`config.mk`:
```
export PLATFORM = sky130hd
export DESIGN_NAME = bmp_stream_decoder
export DESIGN_NICKNAME = d
export VERILOG_FILES = /design/src/rtl/bsd_pkg.sv /design/src/rtl/bsd_front.sv /design/src/rtl/bsd_queue.sv /design/src/rtl/bsd_back.sv /design/src/rtl/bmp_stream_decoder.sv
export SDC_FILE = /design/constraint.sdc
export NUM_CORES = 2
export LEC_CHECK = 0
export ABC_AREA = 0
export ABC_CLOCK_PERIOD_IN_PS = 11100
export BUFFER_PORTS_ARGS = -buffer_cell sky130_fd_sc_hd__buf_2
export CORE_ASPECT_RATIO = 0.5
export CORE_MARGIN = 4
export CORE_UTILIZATION = 30
export CTS_BUF_LIST = sky130_fd_sc_hd__clkbuf_4 sky130_fd_sc_hd__clkbuf_8
export CTS_CLUSTER_SIZE = 14
export DETAILED_ROUTE_END_ITERATION = 7
export HOLD_SLACK_MARGIN = 0.03
export SLEW_MARGIN = 0
export SYNTH_ARGS = -nofsm -noshare
export SYNTH_HDL_FRONTEND = slang
export SYNTH_SLANG_ARGS = --single-unit
```
`constraint.sdc`:
```
create_clock -name clk_i -period 11.1 [get_ports clk_i]
set_input_delay 0.555 -clock clk_i [delete_from_list [all_inputs] [get_ports clk_i]]
set_output_delay 0.555 -clock clk_i [all_outputs]
set_load 0.05 [all_outputs]
```
`src/rtl/bsd_pkg.sv`:
```
`timescale 1ns / 1ps

package bsd_pkg;

  // Largest accepted width and height; dimension fields carry 13 bits
  localparam int unsigned DimW   = 13;
  localparam int unsigned IdxW   = 24;
  localparam logic [31:0] MaxDim = 32'd4096;

  // Header constants
  localparam logic [15:0] MagicBm  = 16'd19778;
  localparam logic [15:0] Depth24  = 16'd24;
  localparam logic [15:0] Depth32  = 16'd32;
  localparam logic [31:0] PixStart = 32'd54;
  localparam logic [7:0]  AlphaOpaque = 8'hFF;

  typedef enum logic [1:0] {
    KIND_HEADER = 2'd0,
    KIND_PIXEL  = 2'd1,
    KIND_ERROR  = 2'd2
  } kind_e;

  typedef enum logic [1:0] {
    ST_OK        = 2'd0,
    ST_BAD_MAGIC = 2'd1,
    ST_BAD_DEPTH = 2'd2,
    ST_BAD_DIM   = 2'd3
  } status_e;

  // Classified event passed from the parser to the output stage
  typedef struct packed {
    kind_e            kind;
    status_e          status;
    logic             last;
    logic             alpha_en;
    logic [DimW-1:0]  width;
    logic [DimW-1:0]  height;
    logic [IdxW-1:0]  index;
    logic [7:0]       red;
    logic [7:0]       green;
    logic [7:0]       blue;
    logic [7:0]       alpha;
  } evt_t;

endpackage

```
`src/rtl/bsd_front.sv`:
```
`timescale 1ns / 1ps

module bsd_front (
  input  logic          clk_i,
  input  logic          rst_ni,
  input  logic          in_fire_i,
  input  logic [7:0]    data_i,
  input  logic          new_file_i,
  output logic          evt_valid_o,
  output bsd_pkg::evt_t evt_o
);

  typedef enum logic [2:0] {
    PH_IDLE,
    PH_HEADER,
    PH_SKIP,
    PH_PIXEL,
    PH_PAD,
    PH_DONE
  } phase_e;

  // Header byte positions
  localparam logic [5:0] BMagicLo = 6'd0;
  localparam logic [5:0] BMagicHi = 6'd1;
  localparam logic [5:0] BOffLo   = 6'd10;
  localparam logic [5:0] BOffHi   = 6'd13;
  localparam logic [5:0] BWidLo   = 6'd18;
  localparam logic [5:0] BWidHi   = 6'd21;
  localparam logic [5:0] BHgtLo   = 6'd22;
  localparam logic [5:0] BHgtHi   = 6'd25;
  localparam logic [5:0] BArea    = 6'd26;
  localparam logic [5:0] BBppLo   = 6'd28;
  localparam logic [5:0] BBppHi   = 6'd29;
  localparam logic [5:0] BLast    = 6'd53;

  phase_e       phase_q, phase_d, phase_cur;
  logic [31:0]  byte_cnt_q, byte_cnt_d;
  logic [15:0]  field_q, field_d;
  logic [31:0]  offset_q, offset_d;
  logic [31:0]  width_q, width_d;
  logic [31:0]  height_q, height_d;
  logic         depth32_q, depth32_d;
  logic [12:0]  column_q, column_d;
  logic [23:0]  dest_q, dest_d;
  logic [24:0]  left_q, left_d;
  logic [1:0]   chan_q, chan_d;
  logic [1:0]   pad_q, pad_d;
  logic [7:0]   blue_q, blue_d;
  logic [7:0]   green_q, green_d;
  logic [7:0]   red_q, red_d;

  logic [5:0]   hb;
  logic [1:0]   lane;
  logic [32:0]  cnt_inc;
  logic [25:0]  area;
  logic [25:0]  top_row;
  logic [12:0]  h_m1;
  logic [12:0]  col_inc;
  logic [23:0]  dest_inc;

  // Header position; the header never runs past byte 53
  assign hb      = (new_file_i) ? 6'd0 : byte_cnt_q[5:0];
  assign lane    = hb[1:0] + 2'd2;
  assign cnt_inc = {1'b0, byte_cnt_q} + 33'd1;
  assign h_m1    = height_q[12:0] - 13'd1;
  assign area    = 26'(width_q[12:0]) * 26'(height_q[12:0]);
  assign top_row = 26'(h_m1) * 26'(width_q[12:0]);
  assign col_inc = column_q + 13'd1;
  assign dest_inc = dest_q + 24'd1;

  // Parse bytes and classify them into events
  always_comb begin
    phase_d    = phase_q;
    byte_cnt_d = byte_cnt_q;
    field_d    = field_q;
    offset_d   = offset_q;
    width_d    = width_q;
    height_d   = height_q;
    depth32_d  = depth32_q;
    column_d   = column_q;
    dest_d     = dest_q;
    left_d     = left_q;
    chan_d     = chan_q;
    pad_d      = pad_q;
    blue_d     = blue_q;
    green_d    = green_q;
    red_d      = red_q;

    evt_valid_o     = 1'b0;
    evt_o.kind      = bsd_pkg::KIND_PIXEL;
    evt_o.status    = bsd_pkg::ST_OK;
    evt_o.last      = 1'b0;
    evt_o.alpha_en  = depth32_q;
    evt_o.width     = width_q[12:0];
    evt_o.height    = height_q[12:0];
    evt_o.index     = dest_q;
    evt_o.red       = red_q;
    evt_o.green     = green_q;
    evt_o.blue      = blue_q;
    evt_o.alpha     = data_i;

    phase_cur = (new_file_i) ? PH_HEADER : phase_q;

    if (in_fire_i) begin
      phase_d = phase_cur;
      unique case (phase_cur)
        PH_HEADER: begin
          // Gather header fields
          if (hb == BMagicLo || hb == BBppLo) begin
            field_d = {8'd0, data_i};
          end else if (hb == BMagicHi || hb == BBppHi) begin
            field_d = {data_i, field_q[7:0]};
          end else if (hb >= BOffLo && hb <= BOffHi) begin
            offset_d[{lane, 3'b000} +: 8] = data_i;
          end else if (hb >= BWidLo && hb <= BWidHi) begin
            width_d[{lane, 3'b000} +: 8] = data_i;
          end else if (hb >= BHgtLo && hb <= BHgtHi) begin
            height_d[{lane, 3'b000} +: 8] = data_i;
          end
          byte_cnt_d = {26'd0, hb} + 32'd1;

          // Precompute pixel count and first destination once sizes are in
          if (hb == BArea) begin
            left_d = area[24:0];
            dest_d = (height_q[12:0] == 13'd0) ? 24'd0 : top_row[23:0];
          end

          if (hb == BOffHi && field_q != bsd_pkg::MagicBm) begin
            phase_d      = PH_DONE;
            evt_valid_o  = 1'b1;
            evt_o.kind   = bsd_pkg::KIND_ERROR;
            evt_o.status = bsd_pkg::ST_BAD_MAGIC;
          end else if (hb == BLast) begin
            evt_valid_o = 1'b1;
            if (field_q != bsd_pkg::Depth24 && field_q != bsd_pkg::Depth32) begin
              phase_d      = PH_DONE;
              evt_o.kind   = bsd_pkg::KIND_ERROR;
              evt_o.status = bsd_pkg::ST_BAD_DEPTH;
            end else if (width_q > bsd_pkg::MaxDim || height_q > bsd_pkg::MaxDim) begin
              phase_d      = PH_DONE;
              evt_o.kind   = bsd_pkg::KIND_ERROR;
              evt_o.status = bsd_pkg::ST_BAD_DIM;
            end else begin
              evt_o.kind = bsd_pkg::KIND_HEADER;
              depth32_d  = (field_q == bsd_pkg::Depth32);
              column_d   = 13'd0;
              chan_d     = 2'd0;
              if (width_q == 32'd0 || height_q == 32'd0) begin
                phase_d = PH_DONE;
              end else if (offset_q > bsd_pkg::PixStart) begin
                phase_d = PH_SKIP;
              end else begin
                phase_d = PH_PIXEL;
              end
            end
          end
        end

        PH_SKIP: begin
          // Drop bytes up to the pixel data offset
          byte_cnt_d = cnt_inc[31:0];
          if (cnt_inc >= {1'b0, offset_q}) begin
            phase_d = PH_PIXEL;
          end
        end

        PH_PAD: begin
          // Drop row padding
          pad_d = pad_q - 2'd1;
          if (pad_q == 2'd1) begin
            phase_d = PH_PIXEL;
          end
        end

        PH_PIXEL: begin
          priority if (chan_q == 2'd0) begin
            blue_d = data_i;
            chan_d = 2'd1;
          end else if (chan_q == 2'd1) begin
            green_d = data_i;
            chan_d  = 2'd2;
          end else if (chan_q == 2'd2 && depth32_q) begin
            red_d  = data_i;
            chan_d = 2'd3;
          end else begin
            // Final byte of a pixel: emit it
            if (chan_q == 2'd2) begin
              red_d     = data_i;
              evt_o.red = data_i;
            end
            chan_d      = 2'd0;
            evt_valid_o = 1'b1;
            evt_o.kind  = bsd_pkg::KIND_PIXEL;
            evt_o.last  = (left_q == 25'd1);
            left_d      = left_q - 25'd1;
            column_d    = col_inc;
            dest_d      = dest_inc;
            if (left_q == 25'd1) begin
              phase_d = PH_DONE;
            end else if (col_inc == width_q[12:0]) begin
              column_d = 13'd0;
              dest_d   = dest_inc - {10'd0, width_q[12:0], 1'b0};
              if (!depth32_q && width_q[1:0] != 2'd0) begin
                pad_d   = width_q[1:0];
                phase_d = PH_PAD;
              end
            end
          end
        end

        PH_IDLE, PH_DONE: begin
          phase_d = phase_cur;
        end

        default: begin
          phase_d = PH_IDLE;
        end
      endcase
    end
  end

  // Hold parser state
  always_ff @(posedge clk_i or negedge rst_ni) begin
    if (!rst_ni) begin
      phase_q    <= PH_IDLE;
      byte_cnt_q <= '0;
      field_q    <= '0;
      offset_q   <= '0;
      width_q    <= '0;
      height_q   <= '0;
      depth32_q  <= 1'b0;
      column_q   <= '0;
      dest_q     <= '0;
      left_q     <= '0;
      chan_q     <= '0;
      pad_q      <= '0;
      blue_q     <= '0;
      green_q    <= '0;
      red_q      <= '0;
    end else begin
      phase_q    <= phase_d;
      byte_cnt_q <= byte_cnt_d;
      field_q    <= field_d;
      offset_q   <= offset_d;
      width_q    <= width_d;
      height_q   <= height_d;
      depth32_q  <= depth32_d;
      column_q   <= column_d;
      dest_q     <= dest_d;
      left_q     <= left_d;
      chan_q     <= chan_d;
      pad_q      <= pad_d;
      blue_q     <= blue_d;
      green_q    <= green_d;
      red_q      <= red_d;
    end
  end

  a_evt_needs_byte: assert property (@(posedge clk_i) disable iff (!rst_ni)
    evt_valid_o |-> in_fire_i)
    else $error("event raised without an accepted byte");

  a_alpha_chan_depth: assert property (@(posedge clk_i) disable iff (!rst_ni)
    (phase_q == PH_PIXEL && chan_q == 2'd3) |-> depth32_q)
    else $error("alpha byte expected on a 24-bit image");

endmodule

```
`src/rtl/bsd_queue.sv`:
```
`timescale 1ns / 1ps

module bsd_queue (
  input  logic          clk_i,
  input  logic          rst_ni,
  input  logic          push_i,
  input  bsd_pkg::evt_t push_data_i,
  output logic          full_o,
  input  logic          pop_i,
  output logic          empty_o,
  output bsd_pkg::evt_t pop_data_o
);

  bsd_pkg::evt_t mem_q [2];
  logic          wr_ptr_q, wr_ptr_d;
  logic          rd_ptr_q, rd_ptr_d;
  logic [1:0]    count_q, count_d;

  assign full_o     = (count_q == 2'd2);
  assign empty_o    = (count_q == 2'd0);
  assign pop_data_o = mem_q[rd_ptr_q];

  // Advance pointers and occupancy
  always_comb begin
    wr_ptr_d = wr_ptr_q ^ push_i;
    rd_ptr_d = rd_ptr_q ^ pop_i;
    count_d  = count_q + {1'b0, push_i} - {1'b0, pop_i};
  end

  always_ff @(posedge clk_i or negedge rst_ni) begin
    if (!rst_ni) begin
      wr_ptr_q <= 1'b0;
      rd_ptr_q <= 1'b0;
      count_q  <= 2'd0;
    end else begin
      wr_ptr_q <= wr_ptr_d;
      rd_ptr_q <= rd_ptr_d;
      count_q  <= count_d;
    end
  end

  // Store entries
  always_ff @(posedge clk_i) begin
    if (push_i) begin
      mem_q[wr_ptr_q] <= push_data_i;
    end
  end

  a_no_overflow: assert property (@(posedge clk_i) disable iff (!rst_ni)
    push_i |-> !full_o)
    else $error("event queue overflow");

endmodule

```
`src/rtl/bsd_back.sv`:
```
`timescale 1ns / 1ps

module bsd_back (
  input  logic          clk_i,
  input  logic          rst_ni,
  input  logic          evt_empty_i,
  input  bsd_pkg::evt_t evt_i,
  output logic          evt_pop_o,
  output logic          m_axis_tvalid,
  input  logic          m_axis_tready,
  output logic [87:0]   m_axis_tdata,  // status, image_width, image_height, pixel_index,
                                       // red, green, blue, alpha, zero fill
  output logic [1:0]    m_axis_tuser,  // kind
  output logic          m_axis_tlast   // last_pixel
);

  logic          valid_q, valid_d;
  logic [87:0]   data_q, data_d;
  logic [1:0]    kind_q, kind_d;
  logic          last_q, last_d;
  logic          is_pix, is_hdr;
  logic [7:0]    alpha;

  assign evt_pop_o = !evt_empty_i && (!valid_q || m_axis_tready);
  assign is_pix    = (evt_i.kind == bsd_pkg::KIND_PIXEL);
  assign is_hdr    = (evt_i.kind == bsd_pkg::KIND_HEADER);
  assign alpha     = evt_i.alpha_en ? evt_i.alpha : bsd_pkg::AlphaOpaque;

  // Format the event into a result item, zeroing fields unused by its kind
  always_comb begin
    valid_d = valid_q;
    data_d  = data_q;
    kind_d  = kind_q;
    last_d  = last_q;
    if (evt_pop_o) begin
      valid_d = 1'b1;
      kind_d  = evt_i.kind;
      last_d  = is_pix && evt_i.last;
      data_d  = {4'd0,
                 is_pix ? alpha       : 8'd0,
                 is_pix ? evt_i.blue  : 8'd0,
                 is_pix ? evt_i.green : 8'd0,
                 is_pix ? evt_i.red   : 8'd0,
                 is_pix ? evt_i.index : 24'd0,
                 is_hdr ? evt_i.height : 13'd0,
                 is_hdr ? evt_i.width  : 13'd0,
                 evt_i.status};
    end else if (m_axis_tready) begin
      valid_d = 1'b0;
    end
  end

  // Hold the output item until taken
  always_ff @(posedge clk_i or negedge rst_ni) begin
    if (!rst_ni) begin
      valid_q <= 1'b0;
    end else begin
      valid_q <= valid_d;
    end
  end

  always_ff @(posedge clk_i) begin
    data_q <= data_d;
    kind_q <= kind_d;
    last_q <= last_d;
  end

  assign m_axis_tvalid = valid_q;
  assign m_axis_tdata  = data_q;
  assign m_axis_tuser  = kind_q;
  assign m_axis_tlast  = last_q;

  a_last_is_pixel: assert property (@(posedge clk_i) disable iff (!rst_ni)
    (m_axis_tvalid && m_axis_tlast) |-> (m_axis_tuser == bsd_pkg::KIND_PIXEL))
    else $error("last flag on a non-pixel item");

endmodule

```
`src/rtl/bmp_stream_decoder.sv`:
```
`timescale 1ns / 1ps

// BMP stream decoder.
// Input stream: one file byte per item in s_axis_tdata[7:0]; s_axis_tuser high
// marks byte 0 of a new file and restarts the parser at any time. Bytes that
// arrive with no file open, or after an image or error ends, are dropped.
// Output stream: one item per header (kind 0, with width and height), per
// pixel (kind 1, RGBA with top-down index, tlast on the final pixel) or per
// error (kind 2, with status). Most bytes produce no item; a pixel item
// follows its last color byte.
// Throughput: one byte per cycle while the event queue is not full. An item
// passes from the parser into a two-entry event queue, where it is registered,
// and from there into the output register.
// When the receiver stalls, items wait in the output register and the queue;
// s_axis_tready drops only when the queue is full.
// Reset empties the queue and output register and leaves the parser idle,
// waiting for a byte with s_axis_tuser high.
module bmp_stream_decoder (
  input  logic         clk_i,
  input  logic         rst_ni,
  input  logic         s_axis_tvalid,
  output logic         s_axis_tready,
  input  logic [7:0]   s_axis_tdata,  // data_byte
  input  logic         s_axis_tuser,  // new_file
  output logic         m_axis_tvalid,
  input  logic         m_axis_tready,
  output logic [87:0]  m_axis_tdata,  // status, image_width, image_height, pixel_index,
                                      // red, green, blue, alpha, zero fill
  output logic [1:0]   m_axis_tuser,  // kind
  output logic         m_axis_tlast   // last_pixel
);

  logic          in_fire;
  logic          evt_valid;
  bsd_pkg::evt_t evt_in;
  bsd_pkg::evt_t evt_out;
  logic          q_full;
  logic          q_empty;
  logic          q_pop;

  assign s_axis_tready = !q_full;
  assign in_fire       = s_axis_tvalid && s_axis_tready;

  bsd_front u_front (
    .clk_i       (clk_i),
    .rst_ni      (rst_ni),
    .in_fire_i   (in_fire),
    .data_i      (s_axis_tdata),
    .new_file_i  (s_axis_tuser),
    .evt_valid_o (evt_valid),
    .evt_o       (evt_in)
  );

  bsd_queue u_queue (
    .clk_i       (clk_i),
    .rst_ni      (rst_ni),
    .push_i      (evt_valid),
    .push_data_i (evt_in),
    .full_o      (q_full),
    .pop_i       (q_pop),
    .empty_o     (q_empty),
    .pop_data_o  (evt_out)
  );

  bsd_back u_back (
    .clk_i         (clk_i),
    .rst_ni        (rst_ni),
    .evt_empty_i   (q_empty),
    .evt_i         (evt_out),
    .evt_pop_o     (q_pop),
    .m_axis_tvalid (m_axis_tvalid),
    .m_axis_tready (m_axis_tready),
    .m_axis_tdata  (m_axis_tdata),
    .m_axis_tuser  (m_axis_tuser),
    .m_axis_tlast  (m_axis_tlast)
  );

endmodule
```
* After elaboration in Yosys (flattened, before gate mapping)
Memories as Yosys holds them, arrays and structs flattened.
Index checks and enable logic that the tools add are counted.
** Word-level totals
- Input port bits :: 13
- Bits in registers :: 330
- RAM bits :: 176
- Output and inout port bits :: 93
- Memories kept :: 1
** Cells by class
- Shift operators :: 2
- $lt $le $gt $ge :: 10
- $add $sub $neg :: 12
- $mul :: 2
- Reduce and logical (&&, ||, !) cells :: 48
- Muxes and demuxes :: 92
- Bitwise gates (word level) :: 11
- Eq/ne operators :: 33
** Memory list
- u_queue.mem_q :: depth 2, width 88, rd ports 1, clocked after memory_dff 0, wr ports 1, RTL line bsd_queue.sv:14 : bsd_pkg::evt_t mem_q [2];
** Operator list (count)
- $mux W24 :: 7
- $mux W13 :: 9
- $mux W25 :: 4
- $bwmux W32 :: 3
- $gt A32 B13 Y1 const B :: 2
- $logic_not A32 Y1 :: 2
- $mux W8 :: 8
- $pmux W32 S2 :: 1
- $pmux W25 S2 :: 1
- $pmux W24 S2 :: 1
- $mux W3 :: 14
- $mux W2 :: 17
- $add A32 B1 Y33 const B :: 1
- $ge A33 B32 Y1 :: 1
- $gt A32 B6 Y1 const B :: 1
- $mux W16 :: 2
- $shift A8 B7 Y32 const A :: 1
- $shiftx A8 B7 Y32 :: 1
- $pmux W13 S2 :: 1
- $eq A25 B1 Y1 const B :: 1
- $mul A13 B13 Y25 :: 1
- $sub A25 B1 Y25 const B :: 1
- $add A24 B1 Y24 const B :: 1
- $mul A13 B13 Y24 :: 1
- other kinds (55) :: 128

* Logic depth before layout (Yosys ltp)
- Word-level depth :: 9
- Depth in mapped cells :: 26

* Modules after synthesis
A second synthesis with hierarchy kept.
** Unflattened totals
- Cell total of the unflattened synthesis :: 3476
- Area, all modules :: 35311.4 um^2
** By module, submodules not included
- bsd_front :: area each 25371.8 um^2, cells each 2984, instances 1
- bsd_queue :: area each 6590.1 um^2, cells each 290, instances 1
- bsd_back :: area each 3339.5 um^2, cells each 200, instances 1
- bmp_stream_decoder :: area each 10.0 um^2, cells each 2, instances 1

* Worst setup path before layout
OpenSTA, ideal clock, no wires.
- Path kind :: register -> register
- Start point :: register u_front.height_q[0]
- End point :: register u_front.dest_q[22]
- Required time :: 10.974 ns
- Slack :: 4.323 ns
- Cell stages (with the launch flop) :: 27
- Data arrival time :: 6.651 ns
- Path buffers :: 1
- Path through :: dfrtp_1 -> inv_1 -> buf_1 -> ha_1 -> nand3b_1 -> or4_1 -> xor2_1 -> nor2_1 -> fa_1 -> inv_1 -> fa_1 -> inv_1 -> fa_1 -> fa_1 -> inv_1 -> fa_1 -> inv_1 -> ha_1 -> o21ai_0 -> nor2_1 -> o21ai_0 -> nand2b_1 -> a41oi_1 -> o31ai_1 -> o41ai_1 -> xnor2_1 -> a221o_1
** Between the ends
- Longest elaborated chain between the ends :: 5
- Elaborated cells between the ends (all ways) :: 6
- Those cells by class :: add/sub: 1; mul: 1; mux: 3; reduce/logical: 1
** Ends and longest elaborated chain
- from (decl) :: RTL line bsd_front.sv:41 : logic [31:0] height_q, height_d;
- from (signal assigned) :: RTL line bsd_front.sv:246 : height_q <= height_d;
- $sub A13 B1 Y13 :: RTL line bsd_front.sv:65 : assign h_m1 = height_q[12:0] - 13'd1;
- $mul A13 B13 Y24 :: RTL line bsd_front.sv:67 : assign top_row = 26'(h_m1) * 26'(width_q[12:0]);
- $mux W24 * :: RTL line bsd_front.sv:125 : dest_d = (height_q[12:0] == 13'd0) ? 24'd0 : top_row[23:0];
- $mux W24 * :: RTL line bsd_front.sv:123 : if (hb == BArea) begin
- $pmux W24 S2 * :: RTL line bsd_front.sv:106 : unique case (phase_cur)
- to (signal assigned) :: RTL line bsd_front.sv:249 : dest_q <= dest_d;
- to (decl) :: RTL line bsd_front.sv:44 : logic [23:0] dest_q, dest_d;
Every way passes the cells marked *; elsewhere a longest branch is shown, timed or not. The select of a mux whose other input is x is not followed.
A chain may end at the register's enable or synchronous reset.

* Final worst setup path
Same ends and word-level chain as after synthesis.

==> results.ini <==
[status]
status = finished clean

[timing]
tightest_slew_ns = 1.24
hold_viol_final = 0
setup_slack_ns = 3.19
setup_viol = 0
skew_ns = 0.0523
fmax_mhz = 126
report.final.slew_viol_count = 0
fin_crit_ns = 7.91
tns_ns = 0
rsz0062_at_grt = false
fin_crit_sh = 0.713
maxSlewHeadroom = 0.170

[route]
met2WireLength_um = 43500
ant_nets = 0
vias = 25300
drc = 0
wl_per_cell_um = 18.6
m1WireLength_um = 42000
met3_length_um = 5450
dr.pass1.iters = 6
vias_per_cell = 5.02
drt_iter0_drc = 2064
drt-total-wl_um = 93600
top_layer = met4

[synth]
syn_area_per_cell_sq_um = 10.2
syn-cell-area_sq_mm = 0.0348
yosys.cell_types.count = 98
synth_edf_count = 263
synth-main-ff-cell = edfxtp_1
synthArstFlopShare = 0.480
netlist_instances = 3393
synth-seq-cells = 506
yosys_warnings = 0
yosysSeqAreaShare = 0.402

[floorplanning]
coreArea_sq_mm = 0.114
start_util = 0.305
ios = 106
rows = 87
die_w_um = 489
dieArea_sq_mm = 0.122
die_h_um = 249

[layout]
multiInputGateArea_sq_mm = 0.0187
stdcell_area_sq_mm = 0.0387
fill_cells = 11500
final_cell_mix = inv_1, nand2_1, nor2_1
layout-drive-gt1-share = 0.112
area_growth_syn_to_layout_pct = 11.3
fin_nets = 3902
regArea_sq_mm = 0.0140
final_common_cell = inv_1

[clock_tree]
cts_tree = built
path_clk_slew_ns = 0.06
htree_levels = 3
cts_buffer_depth = 3
cts_setup_buffers = 0
clkLatencyLatePin_ns = 0.71
clkSinkCount = 506
cts-hold-fix-buffers = 2
cts_resized = 0
cts_buffers = 84
cts_root_buffer = clkbuf_8

[placed_design]
placed_area_sq_mm = 0.0369
dp_slack_ns = 3.21
place_hpwl_um = 66800
port-buffer-count = 101
place_congestion = 0.886

[worst_setup_path]
cpMaxStageDelayCell = dfrtp_1
r2r_setup_slack_ns = 3.19
max_stage_delay_ns = 0.74
path_cells = inv_1 -> ha_1 -> nand3b_1 -> nor2_1 -> xnor2_1 -> nor2_1 -> fa_1 -> inv_1 -> fa_1 -> inv_1 -> fa_1 -> fa_1 -> inv_1 -> fa_1 -> inv_1 -> ha_1 -> or3_1 -> o21ai_0 -> nand2b_1 -> a41oi_1 -> o31ai_1 -> o41ai_1 -> xnor2_1 -> a221o_1
end_kind = flip-flop
critPathLaunchType = flip-flop
cpLargestDelayFamily = adder cells
crit_required_ns = 11.67
worstSetupPathType = reg2reg
critPathBufInv = 5
critPathArrivalTime_ns = 8.48
critPathMaxFanout = 17

[min_path]
hold_path.class = in2reg

[grt]
grt_pass1_wl_um = 149000
grt_pass1_vias = 26200
gr-total-overflow = 0
track_usage = 0.153
antenna_found_initial = 3
grt_max_degree = 99

[pwr]
p_leak_nw = 17.8
power_density_mw_per_mm2 = 142
ir_drop_mv = 0.162

[run]
maxCapViolations = 0

-- worst register-to-register path: cells and delay by family (launching register included) --
kind | cells | cell delay (ns)
xor gates and xnor gates | 2 | 0.82
DFF | 1 | 0.74
AOI/OAI and AO/OA | 5 | 1.45
adders and majority gates | 7 | 3.12
buffers and inverters | 5 | 0.62
and+or+nand+nor | 5 | 0.99
-- layout make-up --
cell class	instances	area share
diodes	2	0.000129
clock buffers	122	0.0387
well taps	1513	0.0489
clock inverters	34	0.00763
flip-flops and latches	506	0.361
repair buffers	143	0.0216
multi-input cells	2323	0.483
inverters	397	0.0385
-- where the power goes --
part,switching [mW],internal (mW)
Sequential,0.164,2.22
Clock,0.807,0.970
Combinational,0.950,0.379
Total,1.92,3.57
-- cell families (layout without fill, tap and decap cells) --
family,count (synthesis),after routing,share of synthesized area
buffers and inverters,567,696,0.0626
AND/OR/NAND/NOR,1063,1063,0.143
flip-flops,506,506,0.402
XOR/XNOR,135,135,0.0346
adder cells (fa/ha/maj),434,434,0.208
multiplexers,190,190,0.0564
AO/OA/AOI/OAI,497,497,0.0929
other,1,6,0.000108
-- cell usage after synthesis, types with 14 or more instances --
cell,n,share of area
inv_1,393,0.042
nand2_1,377,0.041
nor2_1,302,0.033
edfxtp_1,263,0.23
dfrtp_1,243,0.17
fa_1,241,0.14
ha_1,193,0.069
o21ai_0,149,0.021
mux2i_1,143,0.041
a21oi_1,135,0.019
clkbuf_1,128,0.014
xnor2_1,71,0.018
and2_1,68,0.012
xor2_1,62,0.016
nand3_1,59,0.0085
nor3_1,51,0.0073
mux2_2,47,0.015
nor4_1,45,0.0081
and3_1,32,0.0058
a21o_1,27,0.0058
nand4_1,27,0.0049
a32o_1,26,0.0075
buf_1,23,0.0025
a31o_2,16,0.0040
nand2b_1,16,0.0029
or3_1,15,0.0027
nor2b_1,14,0.0025
o31ai_1,14,0.0030
-- metal layers --
layer | up-vias | GRT usage
met4 | 0 | 0.0509
met3 | 160 | 0.0267
met5 | - | 0
met1 | 12700 | 0.208
met2 | 788 | 0.248
li1 | 11700 | -
-- state kept, by name (all words and copies together) (netlist names), 2 cells and up --
name / cells
u_back.m_axis_tdata: 84
u_back.m_axis_tuser: 2
u_front.blue_q: 8
u_front.byte_cnt_q: 32
u_front.chan_q: 2
u_front.column_q: 13
u_front.dest_q: 24
u_front.field_q: 16
u_front.green_q: 8
u_front.height_q: 32
u_front.left_q: 25
u_front.offset_q: 32
u_front.pad_q: 2
u_front.phase_q: 3
u_front.red_q: 8
u_front.width_q: 32
u_queue.count_q: 2
u_queue.mem_q: 176
-- stage by stage --
stage / power, mW / cells / hold slack (ns) / utilization
after detailed placement: 3.76 / 4880 / 0.449 / 0.324
after global routing: 5.75 / 5039 / 0.312 / 0.340
after CTS: 5.55 / 5038 / 0.261 / 0.340
after global placement: 3.73 / 4880 / 0.446 / 0.324
after floorplan: 3.37 / 3396 / 0.259 / -
final: 5.49 / 5040 / 0.348 / 0.340
-- worst paths after layout --
| check | to | depth (start not counted) | startpoint |
|---|---|---|---|
| worst max-delay path | u_front.dest_q[22] | 24 | u_front.height_q[0] |
| worst min-delay path | u_front.byte_cnt_q[3] | 2 | s_axis_tuser |
| worst max register to register | u_front.dest_q[22] | 24 | u_front.height_q[0] |
| worst min register to register | u_queue.mem_q[1][19] | 0 | u_front.green_q[3] |
| max in group asynchronous | u_queue.count_q[0] | 3 | rst_ni |
| min in group asynchronous | u_front.left_q[23] | 2 | rst_ni |
Power figures use the tool's default switching activity.
